File: config.mk
export PLATFORM = sky130hd
export DESIGN_NAME = sm3_compression
export DESIGN_NICKNAME = d
export VERILOG_FILES = /design/src/rtl/core/sm3c_pkg.sv /design/src/rtl/core/sm3c_ctrl.sv /design/src/rtl/core/sm3c_datapath.sv /design/src/rtl/core/sm3_compression.sv
export SDC_FILE = /design/constraint.sdc
export NUM_CORES = 2
export LEC_CHECK = 0
export BUFFER_PORTS_ARGS = -buffer_cell sky130_fd_sc_hd__buf_2
export CAP_MARGIN = 20
export CORE_ASPECT_RATIO = 1.75
export CORE_UTILIZATION = 40
export DETAILED_ROUTE_END_ITERATION = 8
export GPL_ROUTABILITY_DRIVEN = 1
export PLACE_DENSITY_LB_ADDON = 0.15
export SYNTH_ARGS = -nofsm -noshare
export SYNTH_HDL_FRONTEND = slang
export SYNTH_SLANG_ARGS = --single-unit
File: constraint.sdc
create_clock -name i_clk -period 18.4 [get_ports i_clk]
set_clock_uncertainty 0.05 [all_clocks]
set_input_delay 1.84 -clock i_clk [delete_from_list [all_inputs] [get_ports i_clk]]
set_output_delay 1.84 -clock i_clk [all_outputs]
set_load 0.02 [all_outputs]
File: src/rtl/core/sm3c_pkg.sv
// sm3c_pkg: shared types, constants and round helper functions for the sm3 compression core
// depends on nothing; imported by sm3c_ctrl, sm3c_datapath and sm3_compression
package sm3c_pkg;

    // command codes of an input beat
    localparam logic CMD_LOAD_CV = 1'b0;
    localparam logic CMD_MSG     = 1'b1;

    // round constants, high constant pre-rotated for round sixteen
    localparam logic [31:0] T_LOW      = 32'h79cc4519;
    localparam logic [31:0] T_HIGH     = 32'h7a879d8a;
    localparam logic [31:0] T_HIGH_R16 = {T_HIGH[15:0], T_HIGH[31:16]};

    localparam int unsigned NUM_ROUNDS = 64;
    localparam int unsigned NUM_WORDS  = 16;
    localparam int unsigned NUM_CV     = 8;

    typedef struct packed {
        logic        command;
        logic [2:0]  word_index;
        logic [31:0] word_value;
    } t_in;

    typedef struct packed {
        logic [2:0]  digest_index;
        logic [31:0] digest_word;
        logic        last_word;
    } t_out;

    // controller to datapath commands
    typedef struct packed {
        logic       load_cv;
        logic       load_msg;
        logic       start_comp;
        logic       round;
        logic       early;
        logic       t_switch;
        logic       finalize;
        logic       emit;
        logic [2:0] emit_idx;
    } t_ctl;

    function automatic logic [31:0] rotl32(input logic [31:0] x, input int unsigned n);
        return (x << n) | (x >> (32 - n));
    endfunction

    function automatic logic [31:0] perm0(input logic [31:0] x);
        return x ^ rotl32(x, 9) ^ rotl32(x, 17);
    endfunction

    function automatic logic [31:0] perm1(input logic [31:0] x);
        return x ^ rotl32(x, 15) ^ rotl32(x, 23);
    endfunction

endpackage

File: src/rtl/core/sm3c_ctrl.sv
// sm3c_ctrl: sequencer for word loading, the 64 rounds, the chaining update and digest output
// depends on sm3c_pkg
module sm3c_ctrl (
    input  logic          i_clk,
    input  logic          i_rst_n,
    input  logic          i_start,
    input  logic          i_command,
    output logic          o_busy,
    output sm3c_pkg::t_ctl o_ctl
);
    import sm3c_pkg::*;

    localparam logic [1:0] S_IDLE  = 2'd0;
    localparam logic [1:0] S_ROUND = 2'd1;
    localparam logic [1:0] S_FINAL = 2'd2;
    localparam logic [1:0] S_EMIT  = 2'd3;

    localparam logic [3:0] LAST_WORD  = 4'(NUM_WORDS - 1);
    localparam logic [5:0] LAST_ROUND = 6'(NUM_ROUNDS - 1);
    localparam logic [5:0] T_SW_ROUND = 6'd15;
    localparam logic [2:0] LAST_CV    = 3'(NUM_CV - 1);

    logic [1:0] r_state, n_state;
    logic [3:0] r_word_cnt, n_word_cnt;
    logic [5:0] r_rnd, n_rnd;
    logic [2:0] r_emit, n_emit;
    logic       accept;

    assign accept = i_start && (r_state == S_IDLE);
    assign o_busy = (r_state != S_IDLE);

    always_comb begin
        n_state    = r_state;
        n_word_cnt = r_word_cnt;
        n_rnd      = r_rnd;
        n_emit     = r_emit;
        o_ctl      = '0;
        o_ctl.emit_idx = r_emit;
        unique case (r_state)
            S_IDLE: begin
                if (accept) begin
                    if (i_command == CMD_LOAD_CV) begin
                        o_ctl.load_cv = 1'b1;
                    end else begin
                        o_ctl.load_msg = 1'b1;
                        n_word_cnt     = r_word_cnt + 4'd1;
                        if (r_word_cnt == LAST_WORD) begin
                            o_ctl.start_comp = 1'b1;
                            n_rnd            = '0;
                            n_state          = S_ROUND;
                        end
                    end
                end
            end
            S_ROUND: begin
                o_ctl.round    = 1'b1;
                o_ctl.early    = (r_rnd[5:4] == 2'b00);
                o_ctl.t_switch = (r_rnd == T_SW_ROUND);
                n_rnd          = r_rnd + 6'd1;
                if (r_rnd == LAST_ROUND) begin
                    n_state = S_FINAL;
                end
            end
            S_FINAL: begin
                o_ctl.finalize = 1'b1;
                n_emit         = '0;
                n_state        = S_EMIT;
            end
            S_EMIT: begin
                o_ctl.emit = 1'b1;
                n_emit     = r_emit + 3'd1;
                if (r_emit == LAST_CV) begin
                    n_state = S_IDLE;
                end
            end
            default: begin
                n_state = S_IDLE;
            end
        endcase
    end

    always_ff @(posedge i_clk) begin
        if (!i_rst_n) begin
            r_state    <= S_IDLE;
            r_word_cnt <= '0;
            r_rnd      <= '0;
            r_emit     <= '0;
        end else begin
            r_state    <= n_state;
            r_word_cnt <= n_word_cnt;
            r_rnd      <= n_rnd;
            r_emit     <= n_emit;
        end
    end

endmodule

File: src/rtl/core/sm3c_datapath.sv
// sm3c_datapath: chaining words, shifting message window, working registers and one round per cycle
// depends on sm3c_pkg; driven by sm3c_ctrl
module sm3c_datapath (
    input  logic           i_clk,
    input  logic           i_rst_n,
    input  sm3c_pkg::t_ctl i_ctl,
    input  sm3c_pkg::t_in  i_in,
    output logic           o_strobe,
    output sm3c_pkg::t_out o_out
);
    import sm3c_pkg::*;

    localparam logic [2:0] LAST_CV = 3'(NUM_CV - 1);

    logic [31:0] r_cv [NUM_CV];
    logic [31:0] r_w  [NUM_WORDS];
    logic [31:0] r_a, r_b, r_c, r_d, r_e, r_f, r_g, r_h;
    logic [31:0] r_tj;
    logic        r_strobe;
    t_out        r_out;

    logic [31:0] a12, ss1, ss2, ff, gg, tt1, tt2, w_new;

    // round function; window tap k is the model's word (i + k) mod 16
    always_comb begin
        a12 = rotl32(r_a, 12);
        ss1 = rotl32(a12 + r_e + r_tj, 7);
        ss2 = ss1 ^ a12;
        if (i_ctl.early) begin
            ff = r_a ^ r_b ^ r_c;
            gg = r_e ^ r_f ^ r_g;
        end else begin
            ff = (r_a & r_b) | (r_a & r_c) | (r_b & r_c);
            gg = (r_e & r_f) | (~r_e & r_g);
        end
        tt1   = ff + r_d + ss2 + (r_w[0] ^ r_w[4]);
        tt2   = gg + r_h + ss1 + r_w[0];
        w_new = perm1(r_w[0] ^ r_w[7] ^ rotl32(r_w[13], 15))
              ^ rotl32(r_w[3], 7) ^ r_w[10];
    end

    // window shifts toward tap 0 on a message beat and on each round
    always_ff @(posedge i_clk) begin
        if (i_ctl.load_msg || i_ctl.round) begin
            for (int k = 0; k < NUM_WORDS - 1; k++) begin
                r_w[k] <= r_w[k + 1];
            end
            r_w[NUM_WORDS - 1] <= i_ctl.load_msg ? i_in.word_value : w_new;
        end
    end

    always_ff @(posedge i_clk) begin
        if (i_ctl.load_cv) begin
            r_cv[i_in.word_index] <= i_in.word_value;
        end else if (i_ctl.finalize) begin
            r_cv[0] <= r_cv[0] ^ r_a;
            r_cv[1] <= r_cv[1] ^ r_b;
            r_cv[2] <= r_cv[2] ^ r_c;
            r_cv[3] <= r_cv[3] ^ r_d;
            r_cv[4] <= r_cv[4] ^ r_e;
            r_cv[5] <= r_cv[5] ^ r_f;
            r_cv[6] <= r_cv[6] ^ r_g;
            r_cv[7] <= r_cv[7] ^ r_h;
        end
    end

    always_ff @(posedge i_clk) begin
        if (i_ctl.start_comp) begin
            r_a  <= r_cv[0];
            r_b  <= r_cv[1];
            r_c  <= r_cv[2];
            r_d  <= r_cv[3];
            r_e  <= r_cv[4];
            r_f  <= r_cv[5];
            r_g  <= r_cv[6];
            r_h  <= r_cv[7];
            r_tj <= T_LOW;
        end else if (i_ctl.round) begin
            r_d  <= r_c;
            r_c  <= rotl32(r_b, 9);
            r_b  <= r_a;
            r_a  <= tt1;
            r_h  <= r_g;
            r_g  <= rotl32(r_f, 19);
            r_f  <= r_e;
            r_e  <= perm0(tt2);
            // constant rotates by one per round, switches after round fifteen
            r_tj <= i_ctl.t_switch ? T_HIGH_R16 : {r_tj[30:0], r_tj[31]};
        end
    end

    // registered result beat
    always_ff @(posedge i_clk) begin
        if (!i_rst_n) begin
            r_strobe <= 1'b0;
        end else begin
            r_strobe <= i_ctl.emit;
        end
    end

    always_ff @(posedge i_clk) begin
        if (i_ctl.emit) begin
            r_out.digest_index <= i_ctl.emit_idx;
            r_out.digest_word  <= r_cv[i_ctl.emit_idx];
            r_out.last_word    <= (i_ctl.emit_idx == LAST_CV);
        end
    end

    assign o_strobe = r_strobe;
    assign o_out    = r_out;

endmodule

File: src/rtl/core/sm3_compression.sv
// sm3_compression: top level of the sm3 compression engine
// depends on sm3c_pkg, sm3c_ctrl and sm3c_datapath
//
//   channel   handshake             payload           direction
//   input     start / busy          i_in   (t_in)     in
//   result    o_strobe (one cycle)  o_out  (t_out)    out
//
// a load or message beat is taken whenever start is high while idle
// the sixteenth message beat starts 64 rounds at one round per cycle in the shared
// round datapath, then the chaining update and eight result beats; busy stays high
// through all of them, so no new beat is taken until the last result beat is issued
// synchronous active-low reset clears the sequencer, word count and result strobe;
// chaining words and message window hold nothing meaningful until written
// results come out one per cycle and the receiver cannot stall them
module sm3_compression (
    input  logic           i_clk,
    input  logic           i_rst_n,
    input  logic           start,
    input  sm3c_pkg::t_in  i_in,
    output logic           busy,
    output logic           o_strobe,
    output sm3c_pkg::t_out o_out
);
    import sm3c_pkg::*;

    t_ctl ctl;

    // sequencer: word count, round count and output count
    sm3c_ctrl u_ctrl (
        .i_clk     (i_clk),
        .i_rst_n   (i_rst_n),
        .i_start   (start),
        .i_command (i_in.command),
        .o_busy    (busy),
        .o_ctl     (ctl)
    );

    // storage and round logic
    sm3c_datapath u_datapath (
        .i_clk    (i_clk),
        .i_rst_n  (i_rst_n),
        .i_ctl    (ctl),
        .i_in     (i_in),
        .o_strobe (o_strobe),
        .o_out    (o_out)
    );

endmodule

Yosys cells after proc, flatten, opt, wreduce, memory -nomap -nowiden
Memory sizes are Yosys's and may differ from the RTL's. A register that Yosys moved wholly into a read port is not among the register bits.
Index checks and enable logic that the tools add are counted.
Widths: inputs -> output; s select.
{"block": "word_totals", "wordCells": 143, "ram_bits": 768, "reg_bits": 308, "input_bits": 39, "memories": 2, "out_inout_bits": 38}
{"block": "op_classes", "n_mux": 49, "reduce_logical": 12, "bitwise": 41, "addsub": 11, "eq_ne": 12}
{"name": "u_datapath.r_w", "depth": 16, "word_bits": 32, "read_ports": 16, "rd_ports_with_merged_regs": 0, "write_ports": 16, "line_no": "sm3c_datapath.sv:16", "rtl": "logic [31:0] r_w [NUM_WORDS];"}
{"name": "u_datapath.r_cv", "depth": 8, "word_bits": 32, "read_ports": 9, "rd_ports_with_merged_regs": 1, "write_ports": 8, "line_no": "sm3c_datapath.sv:15", "rtl": "logic [31:0] r_cv [NUM_CV];"}
{"op": "$xor 32x32->32", "n": 22}
{"op": "$mux 32", "n": 21}
{"op": "$add 32x32->32", "n": 8}
{"op": "$and 32x32->32", "n": 5}
{"op": "$or 32x32->32", "n": 3}
{"op": "$or 32x15->32", "n": 2}
{"op": "$or 32x7->32", "n": 2}
{"op": "$or 32x9->32", "n": 2}
{"op": "$not 32->32", "n": 1}
{"op": "$or 32x12->32", "n": 1}
{"op": "$or 32x17->32", "n": 1}
{"op": "$or 32x19->32", "n": 1}
{"op": "$or 32x23->32", "n": 1}
{"op": "$reduce_or 32->1", "n": 1}
{"op": "$mux 6", "n": 3}
{"op": "$mux 1", "n": 12}
{"op": "$mux 2", "n": 6}
{"op": "$mux 3", "n": 4}
{"op": "$pmux 6 s2", "n": 1}
{"op": "$pmux 2 s4", "n": 1}
{"op": "$reduce_bool 2->1", "n": 4}
{"op": "$add 6x1->6 const B", "n": 1}
{"op": "$eq 6x4->1 const B", "n": 1}
{"op": "$eq 6x6->1 const B", "n": 1}
{"op": "15 further kinds", "n": 20}

Depth between registers and ports, before layout
{"block": "depth", "word_depth": 12, "ltp_mapped": 32, "mapped_depth_nobuf": 31}

By module
From an unflattened synthesis, not the netlist that was laid out.
{"block": "unflattened", "hier_cells": 3917, "hier_area_um2": 56262.7}
{"mod": "sm3c_datapath", "area_per_inst_um2": 55433.2, "n_inst": 1, "cells_each": 3825, "seq_area_each_um2": 32491.2}
{"mod": "sm3c_ctrl", "area_per_inst_um2": 829.5, "n_inst": 1, "cells_each": 92, "seq_area_each_um2": 300.3}

Worst setup path after synthesis
No wires, ideal clock.
{"block": "synth_path", "path_type": "input port to flip-flop", "from": "input port start", "to": "memory u_datapath.r_w[0][0], enable pin", "path_slack_ns": 9.052, "path_stages": 4, "setup_time_ns": 0.667, "path_buffers": 2, "required_ns": 17.683, "arrival_ns": 8.631, "path_cell_list": "and3_1 -> clkbuf_1 -> clkbuf_1 -> or2_2"}
{"item": "start, declared", "line_no": "sm3_compression.sv:18", "rtl": "input logic start,"}
{"item": "end, declared", "line_no": "sm3c_datapath.sv:16"}

Worst setup path after layout
{"block": "layout_path", "from": "register u_datapath.r_a[21]", "to": "register u_datapath.r_a[30], data pin"}
{"block": "layout_via", "elab_chain_len": 9, "elab_cells_between_ends": 17, "classes_between": "add/sub: 5; mux: 3; bitwise: 9"}
{"item": "start, declared", "line_no": "sm3c_datapath.sv:17", "rtl": "logic [31:0] r_a, r_b, r_c, r_d, r_e, r_f, r_g, r_h;"}
{"item": "start signal, assigned", "line_no": "sm3c_datapath.sv:69", "rtl": "r_a <= r_cv[0];"}
{"item": "start signal, assigned", "line_no": "sm3c_datapath.sv:82", "rtl": "r_a <= tt1;"}
{"item": "$or 32x12->32 or $and 32x32->32 (tied branches)", "line_no": "sm3c_pkg.sv:44, sm3c_datapath.sv:33"}
{"item": "$add 32x32->32 or $or 32x32->32 (tied branches) (2 in series)", "line_no": "sm3c_datapath.sv:27, sm3c_datapath.sv:33"}
{"item": "$or 32x7->32 or $mux 32 (tied branches)", "line_no": "sm3c_pkg.sv:44, sm3c_datapath.sv:29"}
{"item": "$xor 32x32->32 or $add 32x32->32 (tied branches)", "line_no": "sm3c_datapath.sv:28, sm3c_datapath.sv:36"}
{"item": "$add 32x32->32 (*) (2 in series)", "line_no": "sm3c_datapath.sv:36", "rtl": "tt1 = ff + r_d + ss2 + (r_w[0] ^ r_w[4]);"}
{"item": "$mux 32 (*)", "line_no": "sm3c_datapath.sv:78", "rtl": "end else if (i_ctl.round) begin"}
{"item": "$mux 32 (*)", "line_no": "sm3c_datapath.sv:68", "rtl": "if (i_ctl.start_comp) begin"}
Every way passes the cells marked *; elsewhere a longest branch is shown, timed or not. The select of a mux whose other input is x is not followed.
A chain may end at the register's enable or synchronous reset.

==> results.txt <==
----------------------------------------------------
[Drt]
  Met3 WL ... between 8 and 9 mm
  Detailed-route vias per instance ... 5.59
  Top sig layer ... met5
  DRC violation count after routing ... 0
  Detailed-routing iteration count for the pre-antenna-repair pass ... 6
  Count of nets left with antenna violations after detail routing ... 0
  Average wire per cell in the routed design ... approximately 31 microns
  Met2 Routed Length ... 102 mm
  Total routed wire length on the met1 layer ... 71.3 mm
  Final wirelength ... about 200 mm
  Initial drt markers ... 3432
  Routed via count ... 35500

[Global routing]
  Largest net degree at the start of global routing ... 186
  Number of global-route vias before repair ... 35800
  Overflow left after global routing ... 0
  Antenna violations before repair ... 12
  Wire length of the first global-routing pass ... 277 mm
  GRT Util Overall ... 0.281

[Timing]
  Setup repair after global routing missed its margin ... false
  Final Max Slew Viols ... 0
  Tmin final ... 8.28 ns
  Count of final setup violators ... 0
  Period Utilization, post-route ... 0.450
  Accumulated negative setup slack ... 0 ns
  Headroom to the max-slew limit ... 0.210
  Hold Violations, Final ... 0
  Highest clock frequency the design can meet ... 0.121 GHz
  Slew of the pin with the lowest slew margin ... 1.18 ns
  Final hold slack ... approximately 0.36 ns

[Logic synthesis]
  Number of synthesized flops with an enable pin ... about 1100
  Synthesized net count ... roughly 4700
  Post-synthesis register bit count ... roughly 1100
  Post-synthesis instance area ... between 0.05 and 0.06 sq mm
  Post-Synthesis Cells ... 4368
  Sequential element share of the synthesized area ... 0.582
  Count of yosys warnings during synthesis ... 0
  Ys async rst share ... 0
  Average instance area after synthesis ... about 13 sq um
  Distinct cell type count after synthesis ... 92
  Primary FF master, synth ... sky130_fd_sc_hd__edfxtp_1

[Clock tree]
  Worst-case clock buffer depth ... 3
  Setup fix buffers added after clock tree synthesis ... 0
  Number of H-tree branching levels ... 3
  Total clock buffers created by CTS ... around 110
  Post_cts resized ... 0
  Post-CTS Hold Fix Bufs ... 0
  Root Buffer Master ... sky130_fd_sc_hd__clkbuf_16
  Count of clock tree sinks ... 1108
  Clock-pin slew reported for the worst setup and hold paths after clock tree synthesis ... about 0.07 ns
  Clock tree from TritonCTS ... done
  Source-to-sink clock delay at the later pin of the worst-skew pair ... 0.77 ns

[Critical path]
  Critical register-to-register path startpoint ... u_datapath.r_a[21]
  Type of element launching the critical path ... register
  Maximum net fanout on the critical path ... 5
  Count of buffering cells on the critical path with inverters included ... 4
  Critical Path Slowest Stage Cell ... sky130_fd_sc_hd__a2111oi_2
  Crit. End Element ... register
  Highest cell delay on the worst timing path ... 1.00 ns
  Worst setup path startpoint ... u_datapath.r_a[21]
  CP delay by family, top ... compound AO/OA/AOI/OAI gates
  Critical path data required time ... 18.85 ns
  Critical setup path kind ... register to register
  Data arrival time of the critical path ... 8.73 ns

[Run status]
  Result of the run ... finished clean

[Placement]
  HPWL reported at the end of detailed placement ... 148 mm
  Gpl congestion ... 1.00
  Buffers on Ports ... 76

[Floorplanning]
  Std-Cell Core Area ... 0.139 sq mm
  Initial core utilization ... 0.405
  Number of standard-cell rows in the floorplan ... about 180
  Die height ... 499 microns
  Ports placed on the boundary ... 77
  Horizontal extent of the die ... 286 microns
  Area enclosed by the die boundary ... between 0.1 and 0.15 sq mm

[Flow run]
  Max-capacitance violation count ... 0

[Layout]
  Post-synthesis to final-layout area growth ... 10.8%
  Final layout net count ... 4757
  Number of flip-flops in the largest register ... 512
  Utilization after layout ... 0.448
  Register area ... between 0.03 and 0.04 sq mm
  Share of final-layout standard cells stronger than drive strength 1 ... 0.0996
  Total area of multi-input combinational cells ... roughly 0.022 sq mm
  Reg with most FFs ... u_datapath.r_w
  Fill cell count ... 12800

[Min path]
  Class of the tightest hold or removal check ... register to register
  Hold Crit Start ... u_datapath.r_w[5][37]

----------------------------------------------------
-- path summary, 6_finish.rpt --
path | endpoint | slack (ns) | cells after the start
setup / recovery | u_datapath.r_a[30] | 10.12 | 28
hold / removal | u_datapath.r_w[5][5] | 0.36 | 0
setup reg to reg | u_datapath.r_a[30] | 10.12 | 28
hold reg to reg | u_datapath.r_w[5][5] | 0.36 | 0
-- metal layers --
metal / up-vias / track usage
met5: - / 0
met4: 8 / 0.216
met3: 360 / 0.0307
met2: 1106 / 0.490
met1: 18400 / 0.312
li1: 15600 / -
-- cells in the final DEF, fill, tap and decap left out, drive strengths merged, types with 13 or more instances in the layout --
cell and instances:
buf 129, inv 176, nor2 155, edfxtp 1060, o31ai 23, clkinv 60, a21oi 402, mux2 32
nand2 719, nor2b 14, nand2b 14, ha 101, xor2 102, mux4 64, nor3 44, o21a 19
a211oi 13, a21o 24, clkbuf 120, mux2i 65, o21ai 148, dfxtp 48, nand3 50, fa 188
xnor2 555
-- cell usage after synthesis, types with 43 or more instances --
master	number	area, sq um
sky130_fd_sc_hd__clkbuf_1	147	552
sky130_fd_sc_hd__edfxtp_1	1060	31800
sky130_fd_sc_hd__inv_1	171	642
sky130_fd_sc_hd__fa_1	188	3760
sky130_fd_sc_hd__xnor2_1	549	4810
sky130_fd_sc_hd__mux4_2	64	1440
sky130_fd_sc_hd__nand2_1	719	2700
sky130_fd_sc_hd__xor2_1	102	893
sky130_fd_sc_hd__o21ai_0	136	681
sky130_fd_sc_hd__dfxtp_1	48	961
sky130_fd_sc_hd__mux2i_1	65	651
sky130_fd_sc_hd__nand3_1	50	250
sky130_fd_sc_hd__a21oi_1	399	2000
sky130_fd_sc_hd__nor2_1	155	582
sky130_fd_sc_hd__ha_1	101	1260
sky130_fd_sc_hd__nor3_1	43	215
-- worst register-to-register path: cells and delay by family, from the launching register on --
| family | cells | cell delay [ns] |
|---|---|---|
| buffers and inverters | 4 | 0.40 |
| and+or+nand+nor | 5 | 0.77 |
| DFF | 1 | 0.42 |
| AOI/OAI and AO/OA | 10 | 3.27 |
| adders and majority gates | 6 | 2.32 |
| xor gates and xnor gates | 3 | 0.82 |
-- layout make-up --
cell class | instances | area share
tap | 1830 | 0.0367
clock buffer | 120 | 0.0444
inverter | 172 | 0.0105
antenna | 3 | 0.000120
clock inverter | 79 | 0.0116
multi-input combinational | 2912 | 0.358
timing repair buffer | 129 | 0.0133
sequential | 1108 | 0.525
-- stage by stage --
| step | instance area, sq um | worst slack [ns] | std cells |
|---|---|---|---|
| floorplan | 56400 | 9.05 | 4368 |
| global placement | 58900 | 10.26 | 6151 |
| detailed placement | 58900 | 10.27 | 6151 |
| CTS | 62400 | 10.22 | 6350 |
| global route | 62400 | 9.76 | 6351 |
| finish | 62400 | 10.12 | 6353 |
-- logic make-up (layout without fill, tap and decap cells) --
group                    after synthesis  count (layout)  synth area share
multiplexers                         161             161            0.0435
buffers and inverters                348             500            0.0237
adder cells (fa/ha/maj)              289             289            0.0892
other                                  0               3                 0
flip-flops                          1108            1108             0.582
XOR/XNOR                             664             664             0.106
AO/OA/AOI/OAI                        731             731            0.0773
AND/OR/NAND/NOR                     1067            1067            0.0787
Power is left out: the tool's default activity adds up to more than one toggle a clock period on the data nets, which glitch-free logic cannot reach.
